## src/design/assert_macros.svh

```systemverilog
// Assertion macros used by the top-level design file.
`ifndef ASSERT_MACROS_SVH
`define ASSERT_MACROS_SVH

// Check a property on every rising clock edge outside reset.
`define PFC_ASSERT(label, prop, msg) \
   label: assert property (@(posedge clock) disable iff (reset) prop) else $error(msg);

// Check that a condition never holds outside reset.
`define PFC_ASSERT_NEVER(label, cond, msg) \
   label: assert property (@(posedge clock) disable iff (reset) !(cond)) else $error(msg);

`endif

```

## src/design/pfc_pkg.sv

```systemverilog
// Types, constants and helper functions of the Playfair digraph cipher core.
`timescale 1ns / 1ps

package pfc_pkg;

   localparam int SIDE       = 5;
   localparam int CELLS      = SIDE * SIDE;
   localparam int LETTER_W   = 5;
   localparam int IDX_W      = 3;
   localparam int POS_W      = 5;
   localparam int PART_CELLS = 12;
   localparam int CSR_DATA_W = PART_CELLS * LETTER_W;
   localparam int CSR_ADDR_W = 2;

   localparam logic [CSR_ADDR_W-1:0] CSR_SQUARE_LOW  = 2'd0;
   localparam logic [CSR_ADDR_W-1:0] CSR_SQUARE_HIGH = 2'd1;
   localparam logic [CSR_ADDR_W-1:0] CSR_SQUARE_LAST = 2'd2;
   localparam logic [CSR_ADDR_W-1:0] CSR_FILLER      = 2'd3;

   localparam logic OP_ENCRYPT = 1'b0;
   localparam logic OP_DECRYPT = 1'b1;

   localparam logic [LETTER_W-1:0] FILLER_RESET = 5'd23;

   typedef logic [LETTER_W-1:0] letter_type;
   typedef logic [IDX_W-1:0]    idx_type;
   typedef logic [POS_W-1:0]    pos_type;
   typedef logic [CELLS-1:0][LETTER_W-1:0] square_type;

   // Where one letter sits in the square.
   typedef struct packed {
      logic    found;
      idx_type row;
      idx_type col;
   } loc_type;

   // Spread the three key registers over the 25 square positions.
   function automatic square_type unpack_square(
      input logic [CSR_DATA_W-1:0] low_part,
      input logic [CSR_DATA_W-1:0] high_part,
      input letter_type            last_letter
   );
      square_type sq;
      for (int p = 0; p < PART_CELLS; p++) begin
         sq[p]              = low_part[p*LETTER_W +: LETTER_W];
         sq[p + PART_CELLS] = high_part[p*LETTER_W +: LETTER_W];
      end
      sq[CELLS-1] = last_letter;
      return sq;
   endfunction

   // Move one step along a row or column, wrapping at the edge.
   function automatic idx_type step_idx(input idx_type idx, input logic decrypt);
      idx_type res;
      if (decrypt == OP_DECRYPT) begin
         res = (idx == idx_type'(0)) ? idx_type'(SIDE - 1) : idx - idx_type'(1);
      end else begin
         res = (idx == idx_type'(SIDE - 1)) ? idx_type'(0) : idx + idx_type'(1);
      end
      return res;
   endfunction

   // Square position from row and column.
   function automatic pos_type cell_pos(input idx_type row, input idx_type col);
      return pos_type'(row) * pos_type'(SIDE) + pos_type'(col);
   endfunction

endpackage

```

## src/design/pfc_locate.sv

```systemverilog
// Finds the lowest square position that holds a letter, as row and column.
`timescale 1ns / 1ps

module pfc_locate (
   input  pfc_pkg::square_type square,
   input  pfc_pkg::letter_type letter,
   output pfc_pkg::loc_type    loc
);

   // Scan from the last position down so the lowest match is written last.
   always_comb begin
      loc = '0;
      for (int r = pfc_pkg::SIDE - 1; r >= 0; r--) begin
         for (int c = pfc_pkg::SIDE - 1; c >= 0; c--) begin
            if (square[r*pfc_pkg::SIDE + c] == letter) begin
               loc.found = 1'b1;
               loc.row   = pfc_pkg::idx_type'(r);
               loc.col   = pfc_pkg::idx_type'(c);
            end
         end
      end
   end

endmodule

```

## src/design/playfair_digraph_cipher_core.sv

```systemverilog
// Top level of the Playfair digraph cipher core: key square, pipeline, handshakes.
//
//  channel | direction | handshake              | word
//  --------+-----------+------------------------+--------------------------------------
//  req     | in        | req_valid / req_ready  | opcode, first and second letter
//  rsp     | out       | rsp_valid / rsp_ready  | two letters, two keep flags, not_found
//  csr     | in        | csr_wr_en, no wait     | key square parts and filler letter
//
// One word per cycle while rsp is not stalled; a taken word goes into the input register, then
// through the square search and lookup into the result register, which drives rsp.
// Reset clears both valid bits, the square to all A and the filler to X.
// A stalled rsp holds the result register; req stays ready while the input register
// can advance or is empty, so a stall backs up one stage at a time.
`timescale 1ns / 1ps
`include "assert_macros.svh"

module playfair_digraph_cipher_core (
   input  logic                                clock,
   input  logic                                reset,
   // request channel
   input  logic                                req_valid,
   output logic                                req_ready,
   input  logic                                req_opcode,
   input  logic [pfc_pkg::LETTER_W-1:0]        req_first_letter,
   input  logic [pfc_pkg::LETTER_W-1:0]        req_second_letter,
   // response channel
   output logic                                rsp_valid,
   input  logic                                rsp_ready,
   output logic [pfc_pkg::LETTER_W-1:0]        rsp_first_out,
   output logic [pfc_pkg::LETTER_W-1:0]        rsp_second_out,
   output logic                                rsp_keep_first,
   output logic                                rsp_keep_second,
   output logic                                rsp_not_found,
   // configuration write port
   input  logic                                csr_wr_en,
   input  logic [pfc_pkg::CSR_ADDR_W-1:0]      csr_index,
   input  logic [pfc_pkg::CSR_DATA_W-1:0]      csr_wdata
);

   // ---------------------------------------------------------------------
   // Configuration registers
   // ---------------------------------------------------------------------
   logic [pfc_pkg::CSR_DATA_W-1:0] sq_low_ff,  sq_low_in;
   logic [pfc_pkg::CSR_DATA_W-1:0] sq_high_ff, sq_high_in;
   pfc_pkg::letter_type            sq_last_ff, sq_last_in;
   pfc_pkg::letter_type            filler_ff,  filler_in;

   always_comb begin
      sq_low_in  = sq_low_ff;
      sq_high_in = sq_high_ff;
      sq_last_in = sq_last_ff;
      filler_in  = filler_ff;
      if (csr_wr_en) begin
         case (csr_index)
            pfc_pkg::CSR_SQUARE_LOW:  sq_low_in  = csr_wdata;
            pfc_pkg::CSR_SQUARE_HIGH: sq_high_in = csr_wdata;
            pfc_pkg::CSR_SQUARE_LAST: sq_last_in = csr_wdata[pfc_pkg::LETTER_W-1:0];
            pfc_pkg::CSR_FILLER:      filler_in  = csr_wdata[pfc_pkg::LETTER_W-1:0];
            default: ;
         endcase
      end
   end

   always_ff @(posedge clock) begin
      if (reset) begin
         sq_low_ff  <= '0;
         sq_high_ff <= '0;
         sq_last_ff <= '0;
         filler_ff  <= pfc_pkg::FILLER_RESET;
      end else begin
         sq_low_ff  <= sq_low_in;
         sq_high_ff <= sq_high_in;
         sq_last_ff <= sq_last_in;
         filler_ff  <= filler_in;
      end
   end

   pfc_pkg::square_type square;
   assign square = pfc_pkg::unpack_square(sq_low_ff, sq_high_ff, sq_last_ff);

   // ---------------------------------------------------------------------
   // Pipeline control: advance the input register when the result register
   // is empty or being drained.
   // ---------------------------------------------------------------------
   logic in_valid_ff,  in_valid_in;
   logic out_valid_ff, out_valid_in;
   logic advance;
   logic take_req;

   assign advance   = !out_valid_ff || rsp_ready;
   assign req_ready = !in_valid_ff || advance;
   assign take_req  = req_valid && req_ready;

   assign in_valid_in  = req_ready ? req_valid : in_valid_ff;
   assign out_valid_in = advance ? in_valid_ff : out_valid_ff;

   always_ff @(posedge clock) begin
      if (reset) begin
         in_valid_ff  <= 1'b0;
         out_valid_ff <= 1'b0;
      end else begin
         in_valid_ff  <= in_valid_in;
         out_valid_ff <= out_valid_in;
      end
   end

   // Input register: hold the request word until it moves on.
   logic                in_opcode_ff, in_opcode_in;
   pfc_pkg::letter_type in_first_ff,  in_first_in;
   pfc_pkg::letter_type in_second_ff, in_second_in;

   assign in_opcode_in = take_req ? req_opcode        : in_opcode_ff;
   assign in_first_in  = take_req ? req_first_letter  : in_first_ff;
   assign in_second_in = take_req ? req_second_letter : in_second_ff;

   always_ff @(posedge clock) begin
      in_opcode_ff <= in_opcode_in;
      in_first_ff  <= in_first_in;
      in_second_ff <= in_second_in;
   end

   // ---------------------------------------------------------------------
   // Cipher logic: locate both letters, pick the new cells, read them back.
   // ---------------------------------------------------------------------
   pfc_pkg::loc_type loc_a, loc_b;

   pfc_locate u_locate_first (
      .square (square),
      .letter (in_first_ff),
      .loc    (loc_a)
   );

   pfc_locate u_locate_second (
      .square (square),
      .letter (in_second_ff),
      .loc    (loc_b)
   );

   pfc_pkg::idx_type    row_a, col_a, row_b, col_b;
   pfc_pkg::letter_type new_a, new_b;
   logic                missing;
   logic                dec;

   assign dec     = (in_opcode_ff == pfc_pkg::OP_DECRYPT);
   assign missing = !loc_a.found || !loc_b.found;

   always_comb begin
      if (loc_a.row == loc_b.row) begin
         // same row (also the case for a repeated letter): slide along the row
         row_a = loc_a.row;
         row_b = loc_b.row;
         col_a = pfc_pkg::step_idx(loc_a.col, in_opcode_ff);
         col_b = pfc_pkg::step_idx(loc_b.col, in_opcode_ff);
      end else if (loc_a.col == loc_b.col) begin
         // same column: slide along the column
         row_a = pfc_pkg::step_idx(loc_a.row, in_opcode_ff);
         row_b = pfc_pkg::step_idx(loc_b.row, in_opcode_ff);
         col_a = loc_a.col;
         col_b = loc_b.col;
      end else begin
         // rectangle: swap columns, keep rows
         row_a = loc_a.row;
         row_b = loc_b.row;
         col_a = loc_b.col;
         col_b = loc_a.col;
      end
   end

   assign new_a = square[pfc_pkg::cell_pos(row_a, col_a)];
   assign new_b = square[pfc_pkg::cell_pos(row_b, col_b)];

   // Result register: load when the stage advances, hold while stalled.
   pfc_pkg::letter_type out_first_ff,  out_first_in;
   pfc_pkg::letter_type out_second_ff, out_second_in;
   logic                out_keep_a_ff, out_keep_a_in;
   logic                out_keep_b_ff, out_keep_b_in;
   logic                out_miss_ff,   out_miss_in;
   logic                load_out;

   assign load_out = advance && in_valid_ff;

   always_comb begin
      out_first_in  = out_first_ff;
      out_second_in = out_second_ff;
      out_keep_a_in = out_keep_a_ff;
      out_keep_b_in = out_keep_b_ff;
      out_miss_in   = out_miss_ff;
      if (load_out) begin
         if (missing) begin
            // drop the whole pair: zero letters and flags
            out_first_in  = '0;
            out_second_in = '0;
            out_keep_a_in = 1'b0;
            out_keep_b_in = 1'b0;
            out_miss_in   = 1'b1;
         end else begin
            out_first_in  = new_a;
            out_second_in = new_b;
            out_keep_a_in = !(dec && (new_a == filler_ff));
            out_keep_b_in = !(dec && (new_b == filler_ff));
            out_miss_in   = 1'b0;
         end
      end
   end

   always_ff @(posedge clock) begin
      out_first_ff  <= out_first_in;
      out_second_ff <= out_second_in;
      out_keep_a_ff <= out_keep_a_in;
      out_keep_b_ff <= out_keep_b_in;
      out_miss_ff   <= out_miss_in;
   end

   assign rsp_valid       = out_valid_ff;
   assign rsp_first_out   = out_first_ff;
   assign rsp_second_out  = out_second_ff;
   assign rsp_keep_first  = out_keep_a_ff;
   assign rsp_keep_second = out_keep_b_ff;
   assign rsp_not_found   = out_miss_ff;

   // ---------------------------------------------------------------------
   // Assertions
   // ---------------------------------------------------------------------
   `PFC_ASSERT(a_miss_zero,
      rsp_valid && rsp_not_found |-> rsp_first_out == '0 && rsp_second_out == '0
         && !rsp_keep_first && !rsp_keep_second,
      "not_found word carries nonzero fields")
   `PFC_ASSERT(a_drop_first_is_filler,
      rsp_valid && !rsp_not_found && !rsp_keep_first |-> rsp_first_out == filler_ff,
      "first letter dropped but not the filler")
   `PFC_ASSERT(a_drop_second_is_filler,
      rsp_valid && !rsp_not_found && !rsp_keep_second |-> rsp_second_out == filler_ff,
      "second letter dropped but not the filler")
   `PFC_ASSERT_NEVER(a_ready_only_on_stall,
      !req_ready && !(in_valid_ff && rsp_valid && !rsp_ready),
      "req not ready without a full stalled pipe")

endmodule
```

## config.mk

```make
export PLATFORM = sky130hd
export DESIGN_NAME = playfair_digraph_cipher_core
export DESIGN_NICKNAME = d
export VERILOG_FILES = /design/src/design/pfc_pkg.sv /design/src/design/pfc_locate.sv /design/src/design/playfair_digraph_cipher_core.sv
export VERILOG_INCLUDE_DIRS = /design/src /design/src/design
export SDC_FILE = /design/constraint.sdc
export NUM_CORES = 1
export LEC_CHECK = 0
export ABC_CLOCK_PERIOD_IN_PS = 15300
export BUFFER_PORTS_ARGS = -buffer_cell sky130_fd_sc_hd__buf_4
export CAP_MARGIN = 0
export CORE_ASPECT_RATIO = 0.8
export CORE_MARGIN = 3
export CORE_UTILIZATION = 36
export CTS_CLUSTER_DIAMETER = 200
export DETAILED_ROUTE_END_ITERATION = 12
export SYNTH_ARGS = -nofsm -noshare
export SYNTH_HDL_FRONTEND = slang
export SYNTH_HIERARCHICAL = 1
export SYNTH_SLANG_ARGS = --single-unit
export TNS_END_PERCENT = 30
```

## constraint.sdc

```tcl
create_clock -name clock -period 15.3 [get_ports clock]
set_input_delay 0 -clock clock [delete_from_list [all_inputs] [get_ports clock]]
set_output_delay 0 -clock clock [all_outputs]
set_load 0.02 [all_outputs]
```

==> results of run 1 <==
state kept, by name (all words and copies together), names as in the netlist, 5 cells and up:
signal / flops
rsp_second_out: 5
in_first_ff: 5
sq_last_ff: 5
sq_low_ff: 60
in_second_ff: 5
sq_high_ff: 60
rsp_first_out: 5
filler_ff: 5
power breakdown:
group | leakage [nW] | switching [mW] | total [mW] | internal, mW
clock | 0.295 | 0.203 | 0.444 | 0.241
sequential | 1.30 | 0.0480 | 0.494 | 0.446
combinational | 4.15 | 1.28 | 1.91 | 0.637
total | 5.75 | 1.53 | 2.85 | 1.32
tightest hold or removal path: stages:
cell and delay (ns):
buf_4 0.13, nand3_1 0.18, nand2_1 0.08, nand3b_1 0.07
synth_stat cells (4+ instances only):
cell	number	area [um^2]
and3_1	17	106
a221oi_1	6	52.6
mux2i_1	43	430
a21o_1	5	37.5
buf_6	13	146
a32oi_1	5	43.8
xnor2_1	145	1270
o22ai_1	15	93.8
buf_4	21	158
a31oi_1	23	144
clkbuf_1	59	221
nand2_1	421	1580
xor2_1	132	1160
a21oi_1	158	791
inv_1	22	82.6
ha_1	24	300
o311a_1	5	50.1
nor3_2	5	50.1
o21ai_0	24	120
a211oi_1	20	150
nand3b_1	6	45.0
o211ai_1	17	128
nand4_1	15	93.8
mux4_2	15	338
and3b_1	4	35.0
nor2_1	75	282
buf_1	5	18.8
edfxtp_1	24	721
mux2_2	11	124
nor2b_1	10	62.6
and2_1	4	25.0
buf_2	19	95.1
nand3_1	93	465
nand2b_1	7	43.8
dfxtp_1	132	2640
o31ai_1	15	113
nor3_1	68	340
layout make-up:
cell class              count  area [um^2]
clock buffers              19          454
repair buffers            203         1730
flip-flops and latches    156         3360
multi-input cells        1468         9320
well taps                 480          601
fillers                  3711        20600
inverters                  22         82.6
clock inverters            13          145
diodes                      2         5.00
cells in the final DEF (no fill, tap or decap), types with 68 or more instances in the layout:
master         instances
a21oi_1              158
buf_4                119
dfxtp_1              132
dlygate4sd3_1         84
nand2_1              421
nand3_1               93
nor2_1                75
nor3_1                68
xnor2_1              142
xor2_1               132
stage by stage:
| stage | instances | instance area, um^2 | util (%) | hold WS [ns] | power [mW] |
|---|---|---|---|---|---|
| 2_1_floorplan | 1764 | 13400 | - | 0.0989 | 1.73 |
| 3_3_place_gp | 2245 | 14300 | 39.3 | 0.179 | 2.32 |
| 3_5_place_dp | 2245 | 14300 | 39.3 | 0.182 | 2.30 |
| 4_1_cts | 2361 | 15700 | 43.2 | 0.00418 | 2.77 |
| 5_1_grt | 2361 | 15700 | 43.2 | 0.0634 | 2.96 |
| 6_report | 2363 | 15700 | 43.3 | 0.0241 | 2.85 |
metal layers:
| metal | up-vias | wire (um) |
|---|---|---|
| met5 | - | 138 |
| met4 | 8 | 3130 |
| met3 | 179 | 7390 |
| met2 | 857 | 25400 |
| met1 | 6847 | 28200 |
| li1 | 6324 | - |
worst min-delay path by stage:
stage                                end  slack [ns]
2_1_floorplan              dec$_DFFE_PP_         0.1
6_report       filler_ff[4]$_SDFFE_PP1P_        0.02
3_3_place_gp    in_first_ff[1]$_DFFE_PP_        0.18
5_1_grt        filler_ff[2]$_SDFFE_PP1P_        0.06
3_5_place_dp   in_second_ff[0]$_DFFE_PP_        0.18
4_1_cts        filler_ff[4]$_SDFFE_PP1P_       0.004
cells by family after synthesis:
family                   count (synthesis)
AND/OR/NAND/NOR                        756
AO/OA/AOI/OAI                          335
XOR/XNOR                               280
flip-flops                             156
buffers and inverters                  140
multiplexers                            71
adder cells (fa/ha/maj)                 26
==> out/qor.txt, run 1 <==
Synth Area in Simple Gates: 25.6%
antenna viol nets, final: 0
number of port buffers: 92
Critical Path Start: in_first_ff[0]$_DFFE_PP_
clock root buffer: clkbuf_16
setup bufs post-CTS: 0
first-pass GRT wire length: 91,500 um
clock sinks: 156
RSZ-0062 raised after global routing: false
chip height: 178 um
Hold Path Depth: 4
top_reg_cell synth: dfxtp_1
Die W: 222 um
worst path buffer plus inverter count: 2
vias per cell: 6.02
DR vias: 14,200
Max-cap violations: 0
routed length per instance: 27.2 um
io pins: 93
clk_lat worst skew: 0.47 ns
Rel. slew slack: 12.8%
Slowest cell on crit path: xnor2_1
status: finished, final reports clean
DRT Pass-1 Iters: 7
sequential area share after synthesis: 25.1%
startpoint of the worst hold path: csr_wr_en
pre-CTS WS: 7.21 ns
nets@finish: 1,972
main combinational cell family by area after synthesis: simple AND/OR/NAND/NOR gates
final wirelength: 64,300 um
HP Class: in2reg
Most Used Layer, Global Route: met1
layout cells sized above 1: 11.7%
All-Layer GR Usage: 31.8%
Overflow after GRT: 0
die area: 39,500 um^2
critical path fanouts, max: 25
Yosys warnings: 6
post-layout min period: 8.40 ns
Post-Synth Adder-Cell Area: 2.54%
GR Layer Usage met1: 44.6%
clk_skew: 0.0119 ns
final setup fails: 0
asr flop ratio synth: 0%
R2R cell count: 24
most used cell, CP: xnor2_1
endpoints failing hold: 0
synth-to-layout area growth: 17.4%
DP HPWL: 46,200 um
Final Max Slew Viols: 0
Max Fclk: 119 MHz
total CTS buffers: 17
CP required: 15.49 ns
crit share post-route: 54.9%
#FFs+latches synth: 156
grt met2 use: 44.6%
cts hold-fix bufs: 84
Clock Path Buffers: 2
Arr. time, crit path: 8.58 ns
Synth Cell Area: 13,400 um^2
synth unique cells: 87
Final TNS setup: 0 ns
depth of the CTS H-tree: 4
Synth Area in Compound Gates: 16.0%
M3 GR Usage: 9.18%
routability cong.: 1.07
delay-heaviest family, CP: simple AND/OR/NAND/NOR gates
FF-to-FF End: rsp_keep_second$_SDFFCE_PP0P_
R2R setup slack: 6.90 ns
slowest stage delay, CP: 1.03 ns
Mapped Avg Cell Area: 7.59 um^2
Pwr Density: 181 nW/um^2
syn nets: 1,868
# DRC: 0
Rows: 62
XOR/XNOR Fraction of Synth Area: 18.5%
pin count of the biggest net entering global routing: 87
worst vdd ir: 0.000115 V
Levels on crit path: 24
Worst setup endpoint: rsp_keep_second$_SDFFCE_PP0P_
Syn Inst Count: 1,764
number of global-route vias before repair: 13,000
mux cell area share after synthesis: 6.85%
Iter 0 DRT Violations: 1,917
CP cell instances: buf_4 -> xnor2_1 -> nand3_1 -> nor3_1 -> or4_4 -> nor2b_1 -> o311a_1 -> nor3_1 -> xnor2_1 -> and3_1 -> buf_4 -> nor2_2 -> o211ai_1 -> o21ai_0 -> ha_1 -> ha_1 -> fa_1 -> xnor2_1 -> nand3_1 -> a31oi_1 -> nor2_1 -> o311ai_1 -> mux2i_1 -> a41oi_2
FF-to-FF Start: in_first_ff[0]$_DFFE_PP_
CTS tree: done
Leak: 5.75 nW
EDFF count, synth: 24
endpoint type of the worst setup path: register
worst slew pin tran: 1.30 ns
critical path class: reg2reg
Core ar.: 36,300 um^2
final worst slack: 6.90 ns
initial antenna violation count: 5
Worst-path clk slew: 0.07 ns
CP Launch Type: register
post-CTS resize count: 0
Initial Util: 36.9%
No activity file was read; power rests on OpenSTA's default activity.
==> inputs of run 2 (changes only) <==
Settings changed: ABC_AREA from default to 1, ABC_CLOCK_PERIOD_IN_PS 15300 to 8500.
Clock period 15.3 ns to 8.5 ns, I/O delays scaled along.
==> run 2 against run 1 <==
Compared with the run above: sequential power rose by 87%; utilization fell by 0.25 points; synthesized cell count increased by 24%; global-route usage decreased by 0.68 points; combinational power grew to 3.1 times the previous value; first-iteration DRC count up 10%; final area is 2.1% higher; critical path type unchanged; non-clock buffer count is 17 higher; setup slack lost 5.7 ns; critical path depth increased by 22; area after synthesis rose by 2.4%.
==> out/qor.txt, run 2 <==
status: finished, final reports clean (unchanged)
Yosys top cell area share: 19.3% (was 19.7%)
# DRC: 0 (unchanged)
syn nets: 2,291 (was 1,868)
pin count of the biggest net entering global routing: 75 (was 87)
Hold EP: filler_ff[3]$_SDFFE_PP0P_ (was filler_ff[4]$_SDFFE_PP1P_)
clock sinks: 156 (unchanged)
DP Area: 14,700 um^2 (was 14,300 um^2)
most used cell, CP: nand2_1 (was xnor2_1)
CTS tree: done (unchanged)
Syn Inst Count: 2,187 (was 1,764)
number of port buffers: 92 (unchanged)
endpoint type of the worst setup path: register (unchanged)
Min Hold Slack: 0.111 ns (was 0.0241 ns)
Rows: 63 (was 62)
Hold Path Depth: 4 (unchanged)
most numerous cell in the Yosys netlist: nand2_1 (unchanged)
R2R cell count: 46 (was 24)
Mapped Avg Cell Area: 6.27 um^2 (was 7.59 um^2)
Leak: 7.22 nW (was 5.75 nW)
EDFF count, synth: 24 (unchanged)
Ant. Diodes: 0 (was 2)
initial antenna violation count: 0 (was 5)
cts hold-fix bufs: 76 (was 84)
FF-to-FF End: rsp_keep_first$_SDFFCE_PP0P_ (was rsp_keep_second$_SDFFCE_PP0P_)
CP required: 8.72 ns (was 15.49 ns)
Iter 0 DRT Violations: 2,115 (was 1,917)
post-CTS resize count: 0 (unchanged)
nets@finish: 2,406 (was 1,972)
clk_lat worst skew: 0.46 ns (was 0.47 ns)
area of the multi-input gates: 8940 um^2 (was 9320 um^2)
design area: 16,000 um^2 (was 15,700 um^2)
Synth Cell Area: 13,700 um^2 (was 13,400 um^2)
Arr. time, crit path: 7.50 ns (was 8.58 ns)
endpoints failing hold: 0 (unchanged)
Initial Util: 36.8% (was 36.9%)
post-layout min period: 7.27 ns (was 8.40 ns)
sequential area share after synthesis: 24.5% (was 25.1%)
Yosys warnings: 6 (unchanged)
routability cong.: 1.03 (was 1.07)
CP Launch Type: register (unchanged)
Max Fclk: 137 MHz (was 119 MHz)
DRT Pass-1 Iters: 8 (was 7)
Die W: 224 um (was 222 um)
antenna viol nets, final: 0 (unchanged)
R2R setup slack: 1.23 ns (was 6.90 ns)
DR vias: 15,700 (was 14,200)
RSZ-0062 raised after global routing: false (unchanged)
routed length per instance: 22.8 um (was 27.2 um)
FF-to-FF Start: in_second_ff[1]$_DFFE_PP_ (was in_first_ff[0]$_DFFE_PP_)
setup bufs post-CTS: 0 (unchanged)
total CTS buffers: 17 (unchanged)
Overflow after GRT: 0 (unchanged)
critical path class: reg2reg (unchanged)
Clock Path Buffers: 2 (unchanged)
Fillers: 3,938 (was 3,711)
HP Class: in2reg (unchanged)
depth of the CTS H-tree: 4 (unchanged)
DP HPWL: 47,300 um (was 46,200 um)
final wirelength: 63,900 um (was 64,300 um)
worst vdd ir: 0.000354 V (was 0.000115 V)
io pins: 93 (unchanged)
commonest cells in the netlist: nand2_1 (482), nand3_1 (342), nor2_1 (296) (was nand2_1 (421), a21oi_1 (158), xnor2_1 (145))
Pwr Density: 473 nW/um^2 (was 181 nW/um^2)
synth-to-layout area growth: 17.0% (was 17.4%)
top_reg_cell synth: dfxtp_1 (unchanged)
All-Layer GR Usage: 31.1% (was 31.8%)
Worst-path clk slew: 0.07 ns (about the same)
startpoint of the worst hold path: csr_index[1] (was csr_wr_en)
pre-CTS WS: 1.45 ns (was 7.21 ns)
#FFs+latches synth: 156 (unchanged)
slowest stage delay, CP: 0.78 ns (was 1.03 ns)
worst slew pin tran: 1.23 ns (was 1.30 ns)
Max-cap violations: 0 (unchanged)
final worst slack: 1.23 ns (was 6.90 ns)
Slowest cell on crit path: inv_1 (was xnor2_1)
crit share post-route: 85.6% (was 54.9%)
layout cells sized above 1: 9.85% (was 11.7%)
die area: 40,500 um^2 (was 39,500 um^2)
synth unique cells: 51 (was 87)
Final Max Slew Viols: 0 (unchanged)
commonest non-fill, non-tap cells in the layout: nand2_1 (482), nand3_1 (342), nor2_1 (296) (was nand2_1 (421), a21oi_1 (158), xnor2_1 (142))
number of global-route vias before repair: 14,500 (was 13,000)
clk_skew: 0.0129 ns (was 0.0119 ns)
chip height: 181 um (was 178 um)
Core ar.: 37,300 um^2 (was 36,300 um^2)
critical path fanouts, max: 21 (was 25)
FF+latch area: 3360 um^2 (unchanged)
vias per cell: 5.62 (was 6.02)
first-pass GRT wire length: 94,500 um (was 91,500 um)
synth top area cells: dfxtp_1 (19%), nand2_1 (13%), nand3_1 (12%), nor2_1 (8.1%), xnor2_1 (6.2%) (was dfxtp_1 (20%), nand2_1 (12%), xnor2_1 (9.5%), xor2_1 (8.6%), a21oi_1 (5.9%))
clock root buffer: clkbuf_16 (unchanged)
Final TNS setup: 0 ns (unchanged)
Rel. slew slack: 18.3% (was 12.8%)
final setup fails: 0 (unchanged)
worst path buffer plus inverter count: 6 (was 2)
Regs by FF count: sq_high_ff (60), sq_low_ff (60) (unchanged)
asr flop ratio synth: 0% (unchanged)
Util after Layout: 43.0% (was 43.3%)
leading cell type in the layout, fill and taps excluded: nand2_1 (unchanged)
delay-heaviest family, CP: simple AND/OR/NAND/NOR gates (unchanged)
Synth area leader: dfxtp_1 (unchanged)
==> run 2: cell types whose count changed after synthesis, moves of 61 or more <==
cell,before,now
nand3_1,93,342
nor2_1,75,296
inv_1,22,157
o21ai_0,24,155
a21oi_1,158,91
nand2_1,421,482
==> run 2: cell families (layout without fill, tap and decap cells) <==
family | after synthesis | after routing | share of synthesized area (%)
xor+xnor | 189 | 189 | 12.1
simple gates | 1217 | 1217 | 38.8
compound gates | 297 | 297 | 11.8
fa+ha+maj | 26 | 26 | 2.48
buf+inv | 302 | 429 | 10.3
flops | 156 | 156 | 24.5
==> run 2: worst max path at each step <==
| stage | endpoint | cells after the start | from |
|---|---|---|---|
| 2_1_floorplan | rsp_keep_first$_SDFFCE_PP0P_ | 33 | in_first_ff[0]$_DFFE_PP_ |
| 3_3_place_gp | rsp_keep_second$_SDFFCE_PP0P_ | 31 | in_second_ff[1]$_DFFE_PP_ |
| 3_5_place_dp | rsp_keep_second$_SDFFCE_PP0P_ | 45 | in_second_ff[1]$_DFFE_PP_ |
| 4_1_cts | rsp_keep_second$_SDFFCE_PP0P_ | 45 | in_second_ff[1]$_DFFE_PP_ |
| 5_1_grt | rsp_keep_second$_SDFFCE_PP0P_ | 45 | in_second_ff[1]$_DFFE_PP_ |
| 6_report | rsp_keep_first$_SDFFCE_PP0P_ | 46 | in_second_ff[1]$_DFFE_PP_ |
==> run 2: metal layers <==
layer / part of all wire, % / GRT usage [%] / routed length, um / vias up
met5: 0 / 0 / 0 / -
met4: 3.5 / 10.4 / 2250 / 0
met3: 12 / 8.88 / 7800 / 117
met2: 41 / 45.3 / 26200 / 904
met1: 43 / 44.0 / 27600 / 7354
li1: - / - / - / 7364
==> run 2: cell type report <==
type,count,share of cell area (%)
Clock inverter,11,0.967
Multi-Input combinational cell,1729,55.7
Sequential cell,156,21.0
Inverter,178,4.17
Timing Repair Buffer,220,11.6
Tap cell,487,3.80
Clock buffer,20,2.79
==> run 2: stage by stage <==
stage                     power [mW]  cells
after floorplan                 4.48   2187
after global placement          6.54   2694
after detailed placement        6.49   2694
after CTS                       7.36   2801
after global routing            8.00   2801
final                           7.58   2801
==> run 2: power by group <==
part / switching, mW / total [mW] / internal (mW)
registers: 0.0941 / 0.922 / 0.827
logic: 4.16 / 5.83 / 1.67
clock network: 0.352 / 0.825 / 0.473
==> run 2: tightest hold or removal path, stage by stage <==
cell and delay, ns:
buf_4 0.12, inv_1 0.07, nor3_1 0.17, a21oi_1 0.18
